## src/hdl/srt_ram.sv

```systemverilog
`default_nettype none

module srt_ram #(
  parameter int WIDTH = 8,
  parameter int DEPTH = 16
) (
  input  wire logic                     clk,
  input  wire logic                     wr_en,
  input  wire logic [$clog2(DEPTH)-1:0] wr_addr,
  input  wire logic [WIDTH-1:0]         wr_data,
  input  wire logic [$clog2(DEPTH)-1:0] rd_addr,
  output      logic [WIDTH-1:0]         rd_data
);

  logic [WIDTH-1:0] mem [DEPTH];

  always_ff @(posedge clk) begin
    if (wr_en) begin
      mem[wr_addr] <= wr_data;
    end
    rd_data <= mem[rd_addr];
  end

endmodule

`default_nettype wire

```

## config.mk

```make
export PLATFORM = sky130hd
export DESIGN_NAME = srt_ram
export DESIGN_NICKNAME = d
export VERILOG_FILES = /design/src/hdl/srt_ram.sv
export SDC_FILE = /design/constraint.sdc
export NUM_CORES = 1
export LEC_CHECK = 0
export ABC_CLOCK_PERIOD_IN_PS = 1700
export BUFFER_PORTS_ARGS = -buffer_cell sky130_fd_sc_hd__buf_2
export CORE_MARGIN = 5
export CORE_UTILIZATION = 35
export CTS_BUF_LIST = sky130_fd_sc_hd__clkbuf_8 sky130_fd_sc_hd__clkbuf_16
export CTS_CLUSTER_SIZE = 16
export DETAILED_ROUTE_END_ITERATION = 8
export GPL_ROUTABILITY_DRIVEN = 0
export HOLD_SLACK_MARGIN = 0.02
export PLACE_DENSITY = 0.6
export SYNTH_ARGS = -nofsm -noshare
export SYNTH_HDL_FRONTEND = slang
export SYNTH_SLANG_ARGS = --single-unit
```

## constraint.sdc

```tcl
create_clock -name clk -period 1.7 [get_ports clk]
set_clock_uncertainty 0.05 [all_clocks]
set_input_delay 0.255 -clock clk [delete_from_list [all_inputs] [get_ports clk]]
set_output_delay 0.255 -clock clk [all_outputs]
set_load 0.01 [all_outputs]
```

; After elaboration in Yosys (flattened, before gate mapping)
; Memories as Yosys holds them, arrays and structs flattened. A register that Yosys moved wholly into a read port is not among the register bits.
; Index checks and enable logic that the tools add are counted.
[classes]
n_mux = 2
[op_table]
columns = op, n
row1 = 2-to-1 mux 1 bit, 2
[totals]
reg_bits = 0
mem_bits_rw = 128
in_bits = 18
out_inout_bits = 8
elab_cells = 3
memories = 1
[mem_list]
columns = name, words, width, read_ports, rd_clocked_by_memory_dff, wr, line_no
row1 = mem, 16, 8, 1, 1, 1, 15  ; logic [WIDTH-1:0] mem [DEPTH];

; Logic depth before layout (Yosys ltp)
; Gate-level depths: netlist of run 1.
[logic_depth]
depth_word = 2
ltp_mapped = 5
depth_no_buf = 3

; Worst setup path after synthesis of run 1
; OpenSTA, ideal clock, no wires.
[synth_path]
path_type = in2reg
from = input wr_addr[2]
to = memory mem[0][0] (enable)
setup_ns = 0.383
arrival_time_ns = 1.365
required_ns = 1.267
path_slack_ns = -0.098
cell_stages = 2
path_cell_list = or3b_2 nor3_1
[synth_rtl]
columns = element, line_no
row1 = start: declaration, 9  ; input wire logic [$clog2(DEPTH)-1:0] wr_addr,
row2 = end: declaration, 15
; Straight into the memory's write port.

==> results_dict.tcl, run 1 <==
set metrics [dict create \
    grt_use_met3_pct 4.128 \
    clk_path_buf_depth 2 \
    wl_um 9792 \
    tightest_slew_ns 0.4629 \
    dpl.hpwl_um 6491 \
    fmax_mhz 693.8 \
    initial_core_util_pct 35.55 \
    grt.total_usage_pct 12.07 \
    cts_buffers 17 \
    maxSlewViolCount 0 \
    ys_seq_elements 136 \
    row_count 44 \
    critPathCapture "rd_data[7]$_DFF_P_" \
    instances_no_fill 484 \
    die_area_sq_mm 0.01723 \
    drt-pass1-iter-count 4 \
    grt_pass1_vias 2592 \
    cts_tree "yes" \
    setup_violations 0 \
    hold_violations 0 \
    postCtsHoldBufs 0 \
    worstReg2RegStart "mem[3][7]$_DFFE_PP_" \
    run_status "finished clean" \
    slew_headroom_pct 69.14 \
    ys_types 19 \
    grt_start_max_net_pins 17 \
    antenna_found_initial 1 \
    hold_class "in2reg" \
    hp-start "wr_data[4]" \
    syn_area_sq_mm 0.005147 \
    leakage_nw 2.122 \
    port_buffers 25 \
    startpoint_type "flip-flop" \
    die_x_um 131.3 \
    clk_latency_ns 0.40 \
    antenna_cells 0 \
    top_usage_layer "met2" \
    cts_resized 0 \
    nNetsFinal 305 \
    path_clk_slew_ns 0.06 \
    r2r_cells 3 \
    routedWlPerCell_um 20.23 \
    num-fill-cells 1260 \
    yosysSeqAreaShare_pct 77.78 \
    synthCells 229 \
    grtUsageMet1_pct 16.75 \
    regToRegSetupSlack_ns 0.26 \
    placed_cells 452 \
    area_growth_pct 21.44 \
    rr_endpoint "rd_data[7]$_DFF_P_" \
    routed-via-count 2427 \
    synth_fp_nets 247 \
    critPathCaptureType "flip-flop" \
    grtUsageMet2_pct 17.72 \
    arrival_ns 1.65 \
    cts_sinks 136 \
    cts_setup_buffers 0 \
    path_class "reg2reg" \
    rsz0062_at_grt "no" \
    period_share_pct 84.78 \
    crit_path_max_fanout 1 \
    finalPower_mw 7.717 \
    p_per_area_mw_per_mm2 1234 \
    drc 0 \
    ios 26 \
    grt.overflow.total 0 \
    drtIter0Drc 196 \
    grt_pass1_wl_um 15550 \
    detail-route-antenna-nets 0 \
    cap_violations 0 \
    critPathLaunch "mem[3][7]$_DFFE_PP_" \
    root_buffer "clkbuf_16" \
    h-tree-depth 4 \
    syn_area_per_cell_sq_um 22.48 \
    fin_crit_ns 1.441 \
    ys_warn_count 0 \
    core_area_sq_mm 0.01448 \
    cp.required_ns 1.91 \
    drive_gt1_share_pct 32.33 \
    via_per_inst 5.014 \
    ir_drop_uv 670.3 \
    fp.dieH_um 131.3 \
]
synth_stat cells:
master             n  area [sq um]
nor2b_1            1         6.260
mux4_1            14         367.9
nor3_1             4         20.02
dfxtp_1            8         160.2
nand3_1            1         5.000
nand2_1            9         33.78
edfxtp_1         128          3844
buf_2              3         15.01
and2_1             1         6.260
mux4_2            18         405.4
nor2_1            13         48.80
buf_6              3         33.78
nand2b_1           2         12.51
a22oi_1           16         120.1
and2b_1            1         7.510
buf_4              1         7.510
nand3b_1           2         15.01
or3b_2             1         8.760
clkdlybuf4s25_2    3         30.03
per-stage QoR:
stage | util, % | hold WS [ns] | setup WS [ns] | instance area, sq um | setup TNS [ns]
after floorplan | - | 0.3039 | 0.1289 | 5152 | 0
after global placement | 39.12 | 0.5971 | -0.05282 | 5664 | -0.1552
after detailed placement | 39.12 | 0.6044 | -0.05137 | 5664 | -0.1638
after CTS | 43.17 | 0.1686 | 0.2411 | 6251 | 0
after global routing | 43.17 | 0.1748 | 0.1644 | 6251 | 0
final | 43.17 | 0.1829 | 0.2587 | 6251 | 0
worst min-delay path by stage:
stage | end | slack (ns) | depth (start not counted)
finish | mem[4][4]$_DFFE_PP_ | 0.18 | 1
global route | mem[4][4]$_DFFE_PP_ | 0.17 | 1
CTS | mem[13][0]$_DFFE_PP_ | 0.17 | 1
detailed placement | mem[14][0]$_DFFE_PP_ | 0.60 | 1
global placement | mem[14][0]$_DFFE_PP_ | 0.60 | 1
floorplan | mem[0][0]$_DFFE_PP_ | 0.30 | 0
kinds of logic after synthesis:
family | Yosys count | synth area share [%]
buf+inv | 10 | 1.677
simple gates | 35 | 3.184
flops | 136 | 77.78
mux | 32 | 15.02
compound gates | 16 | 2.334
worst max-delay path: stages, from the launching register on:
cell and delay (ns):
edfxtp_1 0.37, mux4_2 0.47, a22oi_1 0.26, nand2_1 0.15
routing by layer:
| metal | wire length [um] | vias up |
|---|---|---|
| li1 | - | 1089 |
| met1 | 4561 | 1274 |
| met2 | 4698 | 58 |
| met3 | 469 | 4 |
| met4 | 54 | 2 |
| met5 | 7 | - |
registers in the layout, indices dropped and copies added (netlist names):
name / count
mem: 128
rd_data: 8
cell type report:
type / instances / area [sq um] / area share [%]
well taps: 184 / 230.2 / 3.683
clock inverters: 15 / 161.4 / 2.582
clock buffers: 17 / 425.4 / 6.805
repair buffers: 49 / 367.9 / 5.885
multi-input cells: 83 / 1062 / 16.99
flip-flops and latches: 136 / 4004 / 64.05
power by group:
group,internal [mW],switching [mW]
Combinational,0.168,0.205
Sequential,3.75,0.0219
Clock,2.28,1.29
layout by cell type (no fill, tap or decap):
cell type,netlist,final
buf_4,1,19
or3b_2,1,1
clkinv_1,0,2
a22oi_1,16,16
nand2_1,9,9
clkbuf_16,0,17
nor2b_1,1,1
nor3_2,0,1
mux4_1,14,14
mux4_2,18,18
and2b_1,1,1
nand3_1,1,1
buf_12,0,5
inv_1,0,2
nor2_1,13,13
clkinv_2,0,2
buf_2,3,25
nand3b_1,2,2
bufinv_16,0,3
clkinvlp_4,0,5
dfxtp_1,8,8
and2_1,1,1
nand2b_1,2,2
inv_6,0,1
nor3_1,4,3
edfxtp_1,128,128
Note: power is estimated with default switching activity, not from simulation.
==> inputs of run 2 (changes only) <==
- ABC_AREA: default -> 1
- ABC_CLOCK_PERIOD_IN_PS: 1700 -> 1400
- PLACE_DENSITY: 0.6 -> 0.58
- clock period: 1.7 -> 1.4 ns (I/O delays scaled with it)
==> run 2 against run 1 <==
Effect of this change:
- clock power up 29%
- combinational power up 55%
- utilization down 1.3 points
- sequential share of layout area down 5.6 points
- flip-flop and latch count unchanged
- die area up 11%
- register-to-register slack better by 0.04 ns
==> results_dict.tcl, run 2 <==
set metrics [dict create \
    nNetsFinal 615 \
    synth_edf_count 128 \
    cts_tree "yes" \
    crit_cells 1 \
    ys_seq_elements 136 \
    tightest_slew_ns 0.3851 \
    layout_commonest_cell "nand2_1" \
    r2r_cells 6 \
    grtUsageMet1_pct 17.64 \
    critPathCaptureType "output pin" \
    grtUsageMet2_pct 21.84 \
    fmax_mhz 895.5 \
    routed-via-count 3763 \
    worst_path_max_delay_cell "dfxtp_1" \
    path_class "reg2out" \
    finalSetupTns_ns 0 \
    run_status "finished clean" \
    path_clk_slew_ns 0.06 \
    antenna_found_initial 0 \
    p_switching_mw 2.073 \
    leakage_nw 2.958 \
    hold_class "in2reg" \
    initial_core_util_pct 35.27 \
    grt_start_max_net_pins 46 \
    setup_violations 0 \
    synthArstFlopShare_pct 0 \
    syn_area_per_cell_sq_um 10.47 \
    detail-route-antenna-nets 0 \
    synth_area_leader_cell "edfxtp_1" \
    yosysMostFrequentCell "nand2_1" \
    finalPower_mw 9.758 \
    power_frac_clock_pct 47.2 \
    grt.overflow.total 0 \
    h-tree-depth 4 \
    grt_pass1_vias 3580 \
    die_area_sq_mm 0.01914 \
    netSwitchingFraction_pct 21.25 \
    clk_path_buf_depth 2 \
    antenna_cells 0 \
    synth_flop_cell "edfxtp_1" \
    grt.total_usage_pct 13.71 \
    yosysSeqAreaShare_pct 69.43 \
    cap_violations 0 \
    yosys-top-cells-area "edfxtp_1, nand2_1, nand3_1" \
    fin_crit_ns 1.117 \
    final_cell_mix "nand2_1, edfxtp_1, inv_1, nand3_1, buf_2" \
    p_comb_share_pct 5.9 \
    grt_use_met3_pct 3.833 \
    p_per_area_mw_per_mm2 1425 \
    fp.dieH_um 138.4 \
    startpoint_type "flip-flop" \
    crit_buf_inv 1 \
    maxSlewViolCount 0 \
    cp.required_ns 1.14 \
    ir_drop_uv 741.0 \
    cts_resized 0 \
    clk_latency_ns 0.42 \
    yosysTopAreaCellShare_pct 66.65 \
    top_usage_layer "met2" \
    hold_violations 0 \
    placed_cells 798 \
    arrival_ns 0.86 \
    regMostFlops "mem" \
    finish.utilization_pct 41.89 \
    core_area_sq_mm 0.01635 \
    via_per_inst 4.534 \
    syn_area_sq_mm 0.005767 \
    period_share_pct 79.76 \
    synth_fp_nets 569 \
    drc 0 \
    crit_chain "buf_2" \
    rsz0062_at_grt "no" \
    cts_setup_buffers 0 \
    drive_gt1_share_pct 13.44 \
    ys_warn_count 0 \
    slew_headroom_pct 74.33 \
    port_buffers 25 \
    die_x_um 138.4 \
    drt-pass1-iter-count 5 \
    row_count 47 \
    wl_um 12630 \
    crit_path_max_fanout 1 \
    worstHoldPathCells 3 \
    postCtsHoldBufs 0 \
    biggestRegsByFlops "mem (128), rd_data (8)" \
    synthCells 551 \
    dpl.hpwl_um 8152 \
    largest_register_ffs 128 \
    cp_top_family "flip-flops" \
    routedWlPerCell_um 15.21 \
    ios 26 \
    root_buffer "clkbuf_16" \
    grt_pass1_wl_um 20110 \
    internal_power_mw 7.685 \
    drtIter0Drc 313 \
    synthTopCellsByCount "nand2_1, edfxtp_1, inv_1, nand3_1, nor2_1" \
    cts_sinks 136 \
    pwr-share-seq_pct 46.9 \
    instances_no_fill 830 \
    cpPeakStageDelay_ns 0.30 \
    area_growth_pct 18.75 \
    cts_buffers 17 \
    ys_types 12 \
]
## run 2: cell count changes after synthesis, moves of 3 or more
cell	delta
nand2_1	+164
inv_1	+100
nand3_1	+96
mux4_2	-18
a22oi_1	-16
mux4_1	-14
buf_2	+10
nor2_1	+4
nor3_1	-4
buf_4	+3
buf_6	+3
clkdlybuf4s25_2	-3
## run 2: path summary, 6_finish.rpt
path / from / slack [ns] / to
max: rd_data[0]$_DFF_P_ / 0.28 / rd_data[0]
min reg2reg: mem[2][1]$_DFFE_PP_ / 0.61 / rd_data[1]$_DFF_P_
min: rd_addr[3] / 0.11 / rd_data[7]$_DFF_P_
max reg2reg: mem[9][0]$_DFFE_PP_ / 0.30 / rd_data[0]$_DFF_P_
## run 2: kinds of logic (layout without fill, tap and decap cells)
group / Yosys count / in the layout / share of synthesized area [%]
buffers and inverters: 126 / 185 / 9.525
flip-flops: 136 / 136 / 69.43
AND/OR/NAND/NOR: 289 / 289 / 21.05
## run 2: metal layers
| metal | routed length (um) | vias to the layer above | part of all wire [%] |
|---|---|---|---|
| li1 | - | 1861 | - |
| met1 | 5571 | 1779 | 44 |
| met2 | 6135 | 107 | 49 |
| met3 | 722 | 16 | 5.7 |
| met4 | 199 | 0 | 1.6 |
| met5 | 0 | - | 0 |
## run 2: final cells by class
| cell class | instances | area [sq um] |
|---|---|---|
| flip-flops and latches | 136 | 4004 |
| clock inverters | 15 | 188.9 |
| inverters | 102 | 382.9 |
| multi-input cells | 289 | 1214 |
| well taps | 220 | 275.3 |
| repair buffers | 51 | 357.8 |
| clock buffers | 17 | 425.4 |
| fillers | 1573 | 9500 |
## run 2: through the flow
| stage | worst slack (ns) | area [sq um] | hold WS [ns] |
|---|---|---|---|
| floorplan | 0.1892 | 5767 | 0.2589 |
| global placement | -0.01580 | 6233 | 0.5415 |
| detailed placement | -0.004621 | 6233 | 0.5422 |
| CTS | 0.2499 | 6848 | 0.1036 |
| global route | 0.2209 | 6848 | 0.1493 |
| finish | 0.2833 | 6848 | 0.1141 |
## run 2: power by group through the flow
stage          clock network (mW)  registers [mW]  logic [mW]
3_3_place_gp                    0            4.66       0.576
3_5_place_dp                    0            4.66       0.583
5_1_grt                      4.86            4.58       0.651
6_report                     4.61            4.57       0.578
4_1_cts                      4.66            4.58       0.585
2_1_floorplan                   0            4.67       0.321
==> inputs of run 3 (changes only) <==
- ABC_CLOCK_PERIOD_IN_PS: 1400 -> 900
- PLACE_DENSITY: 0.58 -> 0.6
- clock period: 1.4 -> 0.9 ns (I/O delays scaled with it)
==> run 3 against run 2 <==
Effect of this change:
- via count rose by 3.4%
- clock power up 30%
- register-to-register slack worse by 0.40 ns
- global-route usage is 0.87 points higher
- power is 47% higher
- worst setup slack worse by 0.43 ns
- the flow now finishes with violations (negative setup slack)
- die area unchanged
==> results_dict.tcl, run 3 (synthesis gave the netlist of run 2 again) <==
set metrics [dict create \
    cap_violations 0 \
    finalSetupTns_ns -1.604 \
    top_usage_layer "met2" \
    fmax_mhz 952.1 \
    antenna_cells 0 \
    nNetsFinal 620 \
    routed-via-count 3891 \
    h-tree-depth 4 \
    antenna_found_initial 0 \
    row_count 47 \
    hold_class "in2reg" \
    num-fill-cells 1542 \
    wl_um 13340 \
    path_class "reg2out" \
    cp.required_ns 0.71 \
    grt_pass1_wl_um 21190 \
    ios 26 \
    cp_top_family "flip-flops" \
    root_buffer "clkbuf_16" \
    hold_violations 0 \
    cts_tree "yes" \
    drtIter0Drc 289 \
    setup_violations 16 \
    initial_core_util_pct 35.27 \
    detail-route-antenna-nets 0 \
    p_switching_mw 3.192 \
    netSwitchingFraction_pct 22.23 \
    clk_path_buf_depth 2 \
    finalPower_mw 14.36 \
    largest_register_ffs 128 \
    grt_use_met3_pct 3.557 \
    maxSlewViolCount 0 \
    biggestRegsByFlops "mem (128), rd_data (8)" \
    pwr-share-seq_pct 49.7 \
    die_area_sq_mm 0.01914 \
    grt.total_usage_pct 14.58 \
    routedWlPerCell_um 15.98 \
    drc 0 \
    grt_pass1_vias 3896 \
    slew_headroom_pct 73.68 \
    fin_crit_ns 1.050 \
    clk_latency_ns 0.42 \
    power_frac_clock_pct 41.7 \
    multi_input_area_sq_mm 0.001724 \
    leakage_nw 3.168 \
    cpPeakStageDelay_ns 0.35 \
    ir_drop_uv 1414 \
    p_per_area_mw_per_mm2 1933 \
    dpl.hpwl_um 8590 \
    run_status "complete, but fails checks" \
    worst_slack_ns -0.1503 \
    area_growth_pct 28.77 \
    port_buffers 25 \
    via_per_inst 4.660 \
    die_x_um 138.4 \
    regMostFlops "mem" \
    crit_chain "buf_6" \
    grt_start_max_net_pins 65 \
    layout_commonest_cell "nand2_1" \
    holdWs_ns 0.03506 \
    cts_sinks 136 \
    period_share_pct 116.7 \
    p_comb_share_pct 8.6 \
    grt.overflow.total 0 \
    path_clk_slew_ns 0.06 \
    arrival_ns 0.87 \
    fp.dieH_um 138.4 \
    grtUsageMet1_pct 19.61 \
    drt-pass1-iter-count 5 \
    worst_path_max_delay_cell "dfxtp_2" \
    final_cell_mix "nand2_1, edfxtp_1, inv_1, nand3_2, nand3_1" \
    failed_checks "negative setup slack" \
    rsz0062_at_grt "yes" \
    drive_gt1_share_pct 31.54 \
    tightest_slew_ns 0.3943 \
    internal_power_mw 11.17 \
    core_area_sq_mm 0.01635 \
    crit_buf_inv 1 \
    grtUsageMet2_pct 22.71 \
    crit_path_max_fanout 1 \
    critPathCaptureType "output pin" \
    seq_area_sq_mm 0.004010 \
    startpoint_type "flip-flop" \
    cts_buffers 17 \
    postCtsHoldBufs 0 \
]
run 3: final cells by class:
cell class / instances / share of cell area, %
clock buffer: 20 / 6.285
clock inverter: 12 / 0.7077
inverter: 102 / 5.156
multi-input combinational: 289 / 23.22
sequential: 136 / 54.00
tap: 220 / 3.707
timing repair buffer: 56 / 6.925
run 3: worst paths after layout:
check                                     startpoint             endpoint  slack, ns  cells after the start
worst max register to register  mem[11][1]$_DFFE_PP_   rd_data[1]$_DFF_P_      -0.10                      6
worst min register to register  mem[12][2]$_DFFE_PP_   rd_data[2]$_DFF_P_       0.64                      6
worst min-delay path                      wr_data[2]  mem[9][2]$_DFFE_PP_       0.04                      2
worst max-delay path              rd_data[4]$_DFF_P_           rd_data[4]      -0.15                      1
run 3: worst register-to-register path, delay by kind of cell, from the launching register on:
| family | cells | cell delay [ns] |
|---|---|---|
| simple gates | 5 | 0.39 |
| flops | 1 | 0.38 |
| buf+inv | 1 | 0.08 |
run 3: per-stage QoR:
step | worst slack (ns) | utilization, % | area, sq um | std cells
floorplan | -0.1586 | - | 5882 | 551
global placement | -0.4153 | 39.55 | 6466 | 802
detailed placement | -0.4250 | 39.55 | 6466 | 802
CTS | -0.1578 | 44.18 | 7223 | 834
global route | -0.1765 | 45.42 | 7426 | 835
finish | -0.1503 | 45.42 | 7426 | 835
run 3: metal layers:
metal  wire [um]  vias to the layer above  part of all wire, %
met2        6469                      117                   48
met5           0                        -                    0
li1            -                     1880                    -
met4         257                        0                  1.9
met1        5914                     1874                   44
met3         701                       20                  5.3
run 3: power groups by stage:
stage	clock network (mW)	logic (mW)	registers (mW)
6_report	5.99	1.23	7.14
5_1_grt	6.33	1.34	7.15
4_1_cts	6.07	1.16	7.13
3_5_place_dp	0	1.05	7.25
3_3_place_gp	0	1.04	7.25
2_1_floorplan	0	0.537	7.27
run 3: what timing repair did:
| action | in CTS | in global routing |
|---|---|---|
| pin swaps | 42 | 39 |
| setup buffers | 0 | 1 |
| gates resized for setup | 53 | 42 |
| endpoints found under the setup margin | 16 | 48 |
